==> src/rtl/rrsa_pkg.sv <==
`default_nettype none

package rrsa_pkg;

   // sizing
   localparam int SERVERS    = 8;
   localparam int SLOTS      = 4;
   localparam int SRV_W      = 3;   // server index
   localparam int SRV_CNT_W  = 4;   // server count, holds SERVERS itself
   localparam int SLOT_W     = 2;   // slot index
   localparam int SLOT_CNT_W = 3;   // per-server slot count field
   localparam int OP_W       = 2;
   localparam int CSR_IDX_W  = 2;
   localparam int CSR_DATA_W = 24;
   localparam int UPC_W      = 3;

   // operation codes
   localparam logic [OP_W-1:0] OP_ASSIGN  = 2'd0;
   localparam logic [OP_W-1:0] OP_RELEASE = 2'd1;
   localparam logic [OP_W-1:0] OP_FAIL    = 2'd2;

   // register indexes
   localparam logic [CSR_IDX_W-1:0] CSR_SERVER_COUNT = 2'd0;
   localparam logic [CSR_IDX_W-1:0] CSR_SLOT_COUNTS  = 2'd1;

   typedef struct packed {
      logic [OP_W-1:0]   operation;
      logic [SRV_W-1:0]  server_sel;
      logic [SLOT_W-1:0] slot_sel;
   } req_word_type;

   typedef struct packed {
      logic              granted;
      logic [SRV_W-1:0]  server_out;
      logic [SLOT_W-1:0] slot_out;
   } rsp_word_type;

   // microprogram addresses
   typedef logic [UPC_W-1:0] upc_type;
   localparam upc_type UPC_FETCH = 3'd0;
   localparam upc_type UPC_START = 3'd1;
   localparam upc_type UPC_SCAN  = 3'd2;
   localparam upc_type UPC_GRANT = 3'd3;
   localparam upc_type UPC_FREE  = 3'd4;
   localparam upc_type UPC_EMIT  = 3'd5;

   typedef enum logic [2:0] {
      BR_ALWAYS,
      BR_DISPATCH,
      BR_EMPTY,
      BR_SCAN,
      BR_EMIT
   } br_type;

   typedef struct packed {
      logic    wait_req;
      logic    load_scan;
      logic    scan;
      logic    grant;
      logic    release_slot;
      logic    emit;
      br_type  br;
      upc_type target;
   } ctl_type;

   // microprogram rom
   function automatic ctl_type ucode_rom(upc_type addr);
      ctl_type c;
      c = '{wait_req: 1'b0, load_scan: 1'b0, scan: 1'b0, grant: 1'b0,
            release_slot: 1'b0, emit: 1'b0, br: BR_ALWAYS, target: UPC_FETCH};
      case (addr)
         UPC_FETCH: begin
            c.wait_req = 1'b1;
            c.br       = BR_DISPATCH;
            c.target   = UPC_START;
         end
         UPC_START: begin
            c.load_scan = 1'b1;
            c.br        = BR_EMPTY;
            c.target    = UPC_SCAN;
         end
         UPC_SCAN: begin
            c.scan   = 1'b1;
            c.br     = BR_SCAN;
            c.target = UPC_GRANT;
         end
         UPC_GRANT: begin
            c.grant  = 1'b1;
            c.target = UPC_EMIT;
         end
         UPC_FREE: begin
            c.release_slot = 1'b1;
            c.target       = UPC_EMIT;
         end
         UPC_EMIT: begin
            c.emit   = 1'b1;
            c.br     = BR_EMIT;
            c.target = UPC_FETCH;
         end
         default: begin
            c.target = UPC_FETCH;
         end
      endcase
      return c;
   endfunction

endpackage

`default_nettype wire

==> src/rtl/round_robin_slot_allocator_unit.sv <==
`default_nettype none

// channel   direction  handshake            word
// req       in         req_valid/req_stall  rrsa_pkg::req_word_type
// rsp       out        rsp_valid/rsp_stall  rrsa_pkg::rsp_word_type
// csr       in         csr_valid/csr_ready  csr_index, csr_data
//
// a release or failure report goes through the free and emit steps, an unused
// op code straight to emit, and an assign through start, then scan, grant and
// emit, or to emit without a grant when the scan visits every live server or
// no servers are in rotation; the scan step tests one server per cycle
// the sequencer is back in fetch at the edge that raises rsp_valid, and a new
// request word is taken only in fetch, never while one is still in progress
// reset clears the busy map, restores all servers active, zeroes the pointer
// and the registers; no clearing pass
// rsp is an output register: the next word is taken while a result waits,
// the sequencer only holds in its emit step while that register is full and stalled

module round_robin_slot_allocator_unit (
   input  wire                                   clock,
   input  wire                                   reset,
   input  wire                                   req_valid,
   output logic                                  req_stall,
   input  wire rrsa_pkg::req_word_type           req_word,
   output logic                                  rsp_valid,
   input  wire                                   rsp_stall,
   output rrsa_pkg::rsp_word_type                rsp_word,
   input  wire                                   csr_valid,
   output logic                                  csr_ready,
   input  wire [rrsa_pkg::CSR_IDX_W-1:0]         csr_index,
   input  wire [rrsa_pkg::CSR_DATA_W-1:0]        csr_data
);
   import rrsa_pkg::*;

   // sequencer
   upc_type upc_ff, upc_in;
   ctl_type ctl;

   // datapath registers
   req_word_type      cmd_ff, cmd_in;       // latched request word
   logic [SRV_W-1:0]  cur_ff, cur_in;       // server under scan
   logic [SRV_W-1:0]  cnt_ff, cnt_in;       // servers visited minus one
   logic [SLOT_W-1:0] pick_ff, pick_in;     // free slot of cur_ff
   rsp_word_type      res_ff, res_in;       // result being built
   rsp_word_type      rsp_ff, rsp_in;       // output register
   logic              rsp_valid_ff, rsp_valid_in;

   // allocator state
   logic [SLOTS-1:0]      busy_ff [SERVERS];
   logic [SLOTS-1:0]      busy_in [SERVERS];
   logic [SERVERS-1:0]    active_ff, active_in;
   logic [SRV_W-1:0]      ptr_ff, ptr_in;
   logic [SRV_CNT_W-1:0]  server_count_ff, server_count_in;
   logic [CSR_DATA_W-1:0] slot_counts_ff, slot_counts_in;

   // combinational helpers
   logic                  req_acc;
   logic                  out_free;
   logic [SRV_CNT_W-1:0]  nlive;
   logic [SRV_W-1:0]      last_srv;
   logic [SRV_W-1:0]      nxt;
   logic [SLOT_CNT_W-1:0] nxt_raw;
   logic [SLOT_CNT_W-1:0] nxt_cnt;
   logic                  nxt_free;
   logic [SLOT_W-1:0]     nxt_slot;
   logic                  hit;
   logic                  cfg_hit;

   assign ctl       = ucode_rom(upc_ff);
   assign req_stall = ~ctl.wait_req;
   assign req_acc   = req_valid & ctl.wait_req;
   assign csr_ready = 1'b1;
   assign rsp_valid = rsp_valid_ff;
   assign rsp_word  = rsp_ff;
   assign out_free  = ~rsp_valid_ff | ~rsp_stall;

   // live servers, saturated at SERVERS
   assign nlive    = (server_count_ff > SRV_CNT_W'(SERVERS)) ? SRV_CNT_W'(SERVERS)
                                                             : server_count_ff;
   assign last_srv = SRV_W'(nlive - SRV_CNT_W'(1));

   // next server in rotation, wraps after the last live one
   assign nxt = (cur_ff == last_srv) ? '0 : cur_ff + SRV_W'(1);

   // slot count of the next server, saturated at SLOTS
   assign nxt_raw = slot_counts_ff[SLOT_CNT_W*nxt +: SLOT_CNT_W];
   assign nxt_cnt = (nxt_raw > SLOT_CNT_W'(SLOTS)) ? SLOT_CNT_W'(SLOTS) : nxt_raw;

   // lowest free slot below the count
   always_comb begin
      nxt_free = 1'b0;
      nxt_slot = '0;
      for (int i = SLOTS - 1; i >= 0; i--) begin
         if ((SLOT_CNT_W'(i) < nxt_cnt) && !busy_ff[nxt][i]) begin
            nxt_free = 1'b1;
            nxt_slot = SLOT_W'(i);
         end
      end
   end

   assign hit = active_ff[nxt] & nxt_free;

   // next microprogram address
   always_comb begin
      upc_in = upc_ff;
      case (ctl.br)
         BR_ALWAYS: begin
            upc_in = ctl.target;
         end
         BR_DISPATCH: begin
            if (req_acc) begin
               case (req_word.operation)
                  OP_ASSIGN:  upc_in = ctl.target;
                  OP_RELEASE: upc_in = UPC_FREE;
                  OP_FAIL:    upc_in = UPC_FREE;
                  default:    upc_in = UPC_EMIT;
               endcase
            end
         end
         BR_EMPTY: begin
            // no servers in rotation: straight to a no-grant result
            upc_in = (nlive == '0) ? UPC_EMIT : ctl.target;
         end
         BR_SCAN: begin
            if (hit) begin
               upc_in = ctl.target;
            end else if (cnt_ff == last_srv) begin
               upc_in = UPC_EMIT;
            end else begin
               upc_in = UPC_SCAN;
            end
         end
         BR_EMIT: begin
            upc_in = out_free ? ctl.target : UPC_EMIT;
         end
         default: begin
            upc_in = UPC_FETCH;
         end
      endcase
   end

   // datapath driven by the control word
   always_comb begin
      cmd_in          = cmd_ff;
      cur_in          = cur_ff;
      cnt_in          = cnt_ff;
      pick_in         = pick_ff;
      res_in          = res_ff;
      rsp_in          = rsp_ff;
      rsp_valid_in    = rsp_valid_ff;
      busy_in         = busy_ff;
      active_in       = active_ff;
      ptr_in          = ptr_ff;
      server_count_in = server_count_ff;
      slot_counts_in  = slot_counts_ff;
      cfg_hit         = 1'b0;

      // fresh request: latch it, start from an all-zero result
      if (req_acc) begin
         cmd_in = req_word;
         res_in = '0;
      end

      // scan setup: start after the last pick
      if (ctl.load_scan) begin
         cur_in = ptr_ff;
         cnt_in = '0;
      end

      // one server per step
      if (ctl.scan) begin
         cur_in  = nxt;
         cnt_in  = cnt_ff + SRV_W'(1);
         pick_in = nxt_slot;
      end

      if (ctl.grant) begin
         busy_in[cur_ff][pick_ff] = 1'b1;
         ptr_in = cur_ff;
         res_in = '{granted: 1'b1, server_out: cur_ff, slot_out: pick_ff};
      end

      if (ctl.release_slot) begin
         busy_in[cmd_ff.server_sel][cmd_ff.slot_sel] = 1'b0;
         if (cmd_ff.operation == OP_FAIL) begin
            active_in[cmd_ff.server_sel] = 1'b0;
         end
      end

      // output register
      if (rsp_valid_ff && !rsp_stall) begin
         rsp_valid_in = 1'b0;
      end
      if (ctl.emit && out_free) begin
         rsp_valid_in = 1'b1;
         rsp_in       = res_ff;
      end

      // writes to either known register index reload the active flags and the pointer
      if (csr_valid) begin
         case (csr_index)
            CSR_SERVER_COUNT: begin
               server_count_in = csr_data[SRV_CNT_W-1:0];
               cfg_hit         = 1'b1;
            end
            CSR_SLOT_COUNTS: begin
               slot_counts_in = csr_data;
               cfg_hit        = 1'b1;
            end
            default: begin
               cfg_hit = 1'b0;
            end
         endcase
      end
      if (cfg_hit) begin
         active_in = '1;
         ptr_in    = '0;
      end
   end

   // control state
   always_ff @(posedge clock) begin
      if (reset) begin
         upc_ff          <= UPC_FETCH;
         rsp_valid_ff    <= 1'b0;
         active_ff       <= '1;
         ptr_ff          <= '0;
         server_count_ff <= '0;
         slot_counts_ff  <= '0;
         for (int s = 0; s < SERVERS; s++) begin
            busy_ff[s] <= '0;
         end
      end else begin
         upc_ff          <= upc_in;
         rsp_valid_ff    <= rsp_valid_in;
         active_ff       <= active_in;
         ptr_ff          <= ptr_in;
         server_count_ff <= server_count_in;
         slot_counts_ff  <= slot_counts_in;
         busy_ff         <= busy_in;
      end
   end

   // payload
   always_ff @(posedge clock) begin
      cmd_ff  <= cmd_in;
      cur_ff  <= cur_in;
      cnt_ff  <= cnt_in;
      pick_ff <= pick_in;
      res_ff  <= res_in;
      rsp_ff  <= rsp_in;
   end

   // a result only appears from the emit step
   a_emit_source: assert property (@(posedge clock) disable iff (reset)
      $rose(rsp_valid_ff) |-> $past(upc_ff) == UPC_EMIT)
      else $error("result raised outside emit step");

   // an accepted request always leaves the fetch step
   a_fetch_leaves: assert property (@(posedge clock) disable iff (reset)
      req_acc |=> upc_ff != UPC_FETCH)
      else $error("sequencer stayed in fetch after accept");

   // a grant marks its slot busy
   a_grant_marks: assert property (@(posedge clock) disable iff (reset)
      ctl.grant |=> busy_ff[$past(cur_ff)][$past(pick_ff)])
      else $error("granted slot not marked busy");

endmodule

`default_nettype wire
==> config.mk <==
export PLATFORM = sky130hd
export DESIGN_NAME = round_robin_slot_allocator_unit
export DESIGN_NICKNAME = d
export VERILOG_FILES = /design/src/rtl/rrsa_pkg.sv /design/src/rtl/round_robin_slot_allocator_unit.sv
export SDC_FILE = /design/constraint.sdc
export NUM_CORES = 1
export LEC_CHECK = 0
export BUFFER_PORTS_ARGS = -buffer_cell sky130_fd_sc_hd__buf_2
export CAP_MARGIN = 40
export CORE_MARGIN = 1.5
export CORE_UTILIZATION = 59
export DETAILED_ROUTE_END_ITERATION = 6
export GPL_TIMING_DRIVEN = 0
export HOLD_SLACK_MARGIN = 0.08
export PLACE_DENSITY_LB_ADDON = 0.08
export SLEW_MARGIN = 20
export SYNTH_ARGS = -nofsm -noshare
export SYNTH_HDL_FRONTEND = slang
export SYNTH_SLANG_ARGS = --single-unit
==> constraint.sdc <==
create_clock -name clock -period 3.4 [get_ports clock]
set_input_delay 0.34 -clock clock [delete_from_list [all_inputs] [get_ports clock]]
set_output_delay 0.34 -clock clock [all_outputs]
set_load 0.02 [all_outputs]
==> summary.txt <==
DIE
-----------------------------------------------------------------------------
Core Area                                                        0.00777 mm^2
I/O pins                                                                   47
Initial core utilization                                                61.5%
Width of the die                                                      93.0 um
Y dimension of the die                                                93.0 um
Row count                                                                  32
Die footprint                                                    0.00864 mm^2

YOSYS
-----------------------------------------------------------------------------
Area of the mapped netlist                                       0.00478 mm^2
Flip-flop cell with the highest count after synthesis            sky130_fd_sc_hd__dfxtp_1
Flip-flop and latch count after synthesis                                 102
Unique cell type count in the Yosys netlist                                62
Mapped Nets                                                               554
Total number of yosys warnings                                              0
Average footprint of a synthesized cell                             9.36 um^2
Post-synth EDFFs                                                           26
Top cell type's share of synthesized area                               31.9%
Part of the Yosys area used for sequential elements                     48.2%
Syn Inst Count                                                            510
FFs w/ async S/R, synth                                                    0%
Biggest area consumer among synthesized cells                    sky130_fd_sc_hd__dfxtp_1
Synth area leaders                                               sky130_fd_sc_hd__dfxtp_1, sky130_fd_sc_hd__edfxtp_1, sky130_fd_sc_hd__a21oi_1

WORST SETUP PATH
-----------------------------------------------------------------------------
Reg-to-Reg Start                                                 server_count_ff[3]$_SDFFE_PP0P_
Worst setup path endpoint                                        upc_ff[2]$_SDFFE_PP0P_
Register-to-register setup slack                                      0.36 ns
Max FO, Critical Path                                                       8
Data required time at the worst endpoint                              3.66 ns
Worst Setup Path Type                                            register to register
Terminus of the critical flop-to-flop path                       upc_ff[2]$_SDFFE_PP0P_
Critical Path Slowest Stage Cell                                 sky130_fd_sc_hd__a2111oi_4
Buf/Inv on CP                                                               1
Crit-path leading delay family                                   compound AO/OA/AOI/OAI gates
Worst-case reg-to-reg path depth                                           11
Path length in cells of the critical path                                  11
Critical path launch point type                                      register
Crit path launch                                                 server_count_ff[3]$_SDFFE_PP0P_
Nature of the critical path endpoint                                 register
Largest stage delay, worst path                                       0.61 ns
Critical path cell sequence                                      inv_1, nand2_1, ha_1, or3b_1, a21oi_2, a2111oi_4, nor2_1, o21ai_0, o21ai_2, a31oi_2, o22ai_1
CP arrival                                                            3.30 ns

STA
-----------------------------------------------------------------------------
Measured slew at the worst slew-check pin                            0.814 ns
Unrepaired setup endpoints after global routing                         false
Period Utilization, post-route                                          89.4%
Max_slew headroom                                                       45.6%
Max-slew violation count                                                    0
Shortest period the worst path allows                                 3.04 ns
Worst hold-check slack                                               0.142 ns
Setup-failing EPs final                                                     0
Final-layout setup total negative slack                                  0 ns
Fmax                                                                0.329 GHz
Final Hold Viols                                                            0
Max Clock Skew                                                     0.00723 ns

CLOCKING
-----------------------------------------------------------------------------
Cell at the root of the clock tree                               sky130_fd_sc_hd__clkbuf_8
H-Tree Depth                                                                3
Cells resized by post-CTS repair                                            0
Clock latency at the later pin of the worst-skew pair                 0.37 ns
Total number of clock tree sinks                                          102
TritonCTS clock tree                                                    built
Number of buffers between clock root and the deepest sink                   2
Worst-path clk slew                                                   0.10 ns
CTS Buf Count                                                               9
Count of hold-fix buffers inserted at cts                                   0
Post-CTS setup repair buffer count                                          0

LAYOUT
-----------------------------------------------------------------------------
Leading cell type in the layout, fill and taps excluded          sky130_fd_sc_hd__nand2_1
Total of fill cells in the finished design                                664
Final net count                                                           610
Synth-to-layout area growth                                             11.4%
Antenna cells                                                               0
Number of standard cells in the final layout excluding fillers            673
Top library cells by usage in the layout, fill and taps aside    sky130_fd_sc_hd__nand2_1, sky130_fd_sc_hd__dfxtp_1, sky130_fd_sc_hd__a21oi_1
Share of cells above drive strength 1                                   16.3%

PLACE
-----------------------------------------------------------------------------
Final RePlAce weighted congestion                                       0.895
Post-detail-place hpwl                                                8390 um
Placed Instances                                                          656
Number of I/O port buffers                                                 44

ROUTING
-----------------------------------------------------------------------------
Vias per Instance                                                        6.01
Detailed Routing Iterations Pass 1                                          5
Total wirelength of the detailed-routed design                       11500 um
Total vias in the final route                                            4048
Average routed wire per standard cell                                 17.0 um
Post-route ant nets                                                         0
Violation count after the first detailed-routing iteration                324
Post-route DRC                                                              0

GLOBAL ROUTE
-----------------------------------------------------------------------------
Wire length of the first global-routing pass                         18200 um
Pin count of the biggest net entering global routing                       19
Initial antenna violation count                                             0
GRT Total Usage                                                         27.6%
Via count of the first global-routing pass                               3749
Overflow left after global routing                                          0

POWER
-----------------------------------------------------------------------------
Static Leak                                                        0.00194 uW
Worst vdd rail ir drop                                             0.000389 V
PD cells                                                          624 mW/mm^2
Power, Total                                                          3320 uW

STATUS
-----------------------------------------------------------------------------
Status                                                           finished clean

RUN
-----------------------------------------------------------------------------
Max cap viols                                                               0

MIN PATH
-----------------------------------------------------------------------------
Hold/Removal Path Class                                          primary input to register

-- logic make-up (layout without fill, tap and decap cells) --
kind of cell	count (synthesis)	after routing	share of synthesized area, %
buf+inv	49	110	4.35
simple gates	169	169	16.6
xor+xnor	9	9	2.20
other cells	1	1	0.0785
mux	21	21	6.39
flops	102	102	48.2
fa+ha+maj	6	6	1.57
compound gates	153	153	20.6
-- worst reg2reg max path, delay by kind of cell (launching register included) --
kind,cells,cell delay [ns]
AO/OA/AOI/OAI,6,1.53
adder cells (fa/ha/maj),1,0.25
buffers and inverters,1,0.12
flip-flops,1,0.49
AND/OR/NAND/NOR,3,0.54
-- worst min path at each step --
| stage | start | depth (start not counted) | to | slack, ns |
|---|---|---|---|---|
| after floorplan | res_ff[0]$_SDFFCE_PP0P_ | 0 | rsp_word[0]$_DFFE_PP_ | 0.40 |
| after global placement | res_ff[3]$_SDFFCE_PP0P_ | 0 | rsp_word[3]$_DFFE_PP_ | 0.40 |
| after detailed placement | res_ff[1]$_SDFFCE_PP0P_ | 0 | rsp_word[1]$_DFFE_PP_ | 0.41 |
| after CTS | req_word[2] | 1 | cmd_ff[2]$_DFFE_PP_ | 0.13 |
| after global routing | req_word[2] | 1 | cmd_ff[2]$_DFFE_PP_ | 0.13 |
| final | req_word[2] | 1 | cmd_ff[2]$_DFFE_PP_ | 0.14 |
-- Yosys cell counts (6+ instances only) --
cell type,count
sky130_fd_sc_hd__nand2_1,84
sky130_fd_sc_hd__dfxtp_1,76
sky130_fd_sc_hd__a21oi_1,70
sky130_fd_sc_hd__a211oi_1,32
sky130_fd_sc_hd__nor2_1,32
sky130_fd_sc_hd__edfxtp_1,26
sky130_fd_sc_hd__clkbuf_1,23
sky130_fd_sc_hd__inv_1,18
sky130_fd_sc_hd__o21ai_0,13
sky130_fd_sc_hd__nand3b_1,9
sky130_fd_sc_hd__mux2i_1,8
sky130_fd_sc_hd__mux4_2,7
sky130_fd_sc_hd__and3_1,6
sky130_fd_sc_hd__ha_1,6
sky130_fd_sc_hd__mux2_2,6
sky130_fd_sc_hd__nor2b_1,6
sky130_fd_sc_hd__nor3b_1,6
-- area by class of cell --
| class | instances | area, um^2 | area share, % |
|---|---|---|---|
| flip-flops and latches | 102 | 2300 | 43.3 |
| multi-input cells | 359 | 2270 | 42.7 |
| repair buffers | 45 | 228 | 4.28 |
| plain buffers | 31 | 140 | 2.63 |
| clock buffers | 10 | 128 | 2.40 |
| well taps | 102 | 128 | 2.40 |
| inverters | 18 | 67.6 | 1.27 |
| clock inverters | 6 | 53.8 | 1.01 |
-- layer usage --
layer,vias to the layer above,share of wire (%),wire length (um),GRT usage (%)
met4,0,1.8,211,8.59
met3,25,7.2,824,5.93
met1,1922,44,5020,37.1
li1,1941,-,-,-
met2,160,47,5420,44.8
met5,-,0,0,0
-- power by group --
part	internal (uW)	switching (uW)
logic	422	752
registers	1370	58.5
clock network	280	437
-- sequential cells by signal, summed over array words and instances (netlist names) --
| register | flops |
|---|---|
| active_ff | 8 |
| busy_ff | 32 |
| cmd_ff | 7 |
| cnt_ff | 3 |
| cur_ff | 3 |
| pick_ff | 2 |
| ptr_ff | 3 |
| res_ff | 6 |
| rsp_valid | 1 |
| rsp_word | 6 |
| server_count_ff | 4 |
| slot_counts_ff | 24 |
| upc_ff | 3 |
-- per-stage QoR --
stage | utilization (%) | area [um^2] | setup slack [ns]
final | 68.5 | 5320 | 0.361
after detailed placement | 66.0 | 5130 | 0.315
after global placement | 66.0 | 5120 | 0.479
after CTS | 68.4 | 5310 | 0.294
after global routing | 68.5 | 5320 | 0.0658
after floorplan | - | 4780 | 0.771
Power figures use the tool's default switching activity.
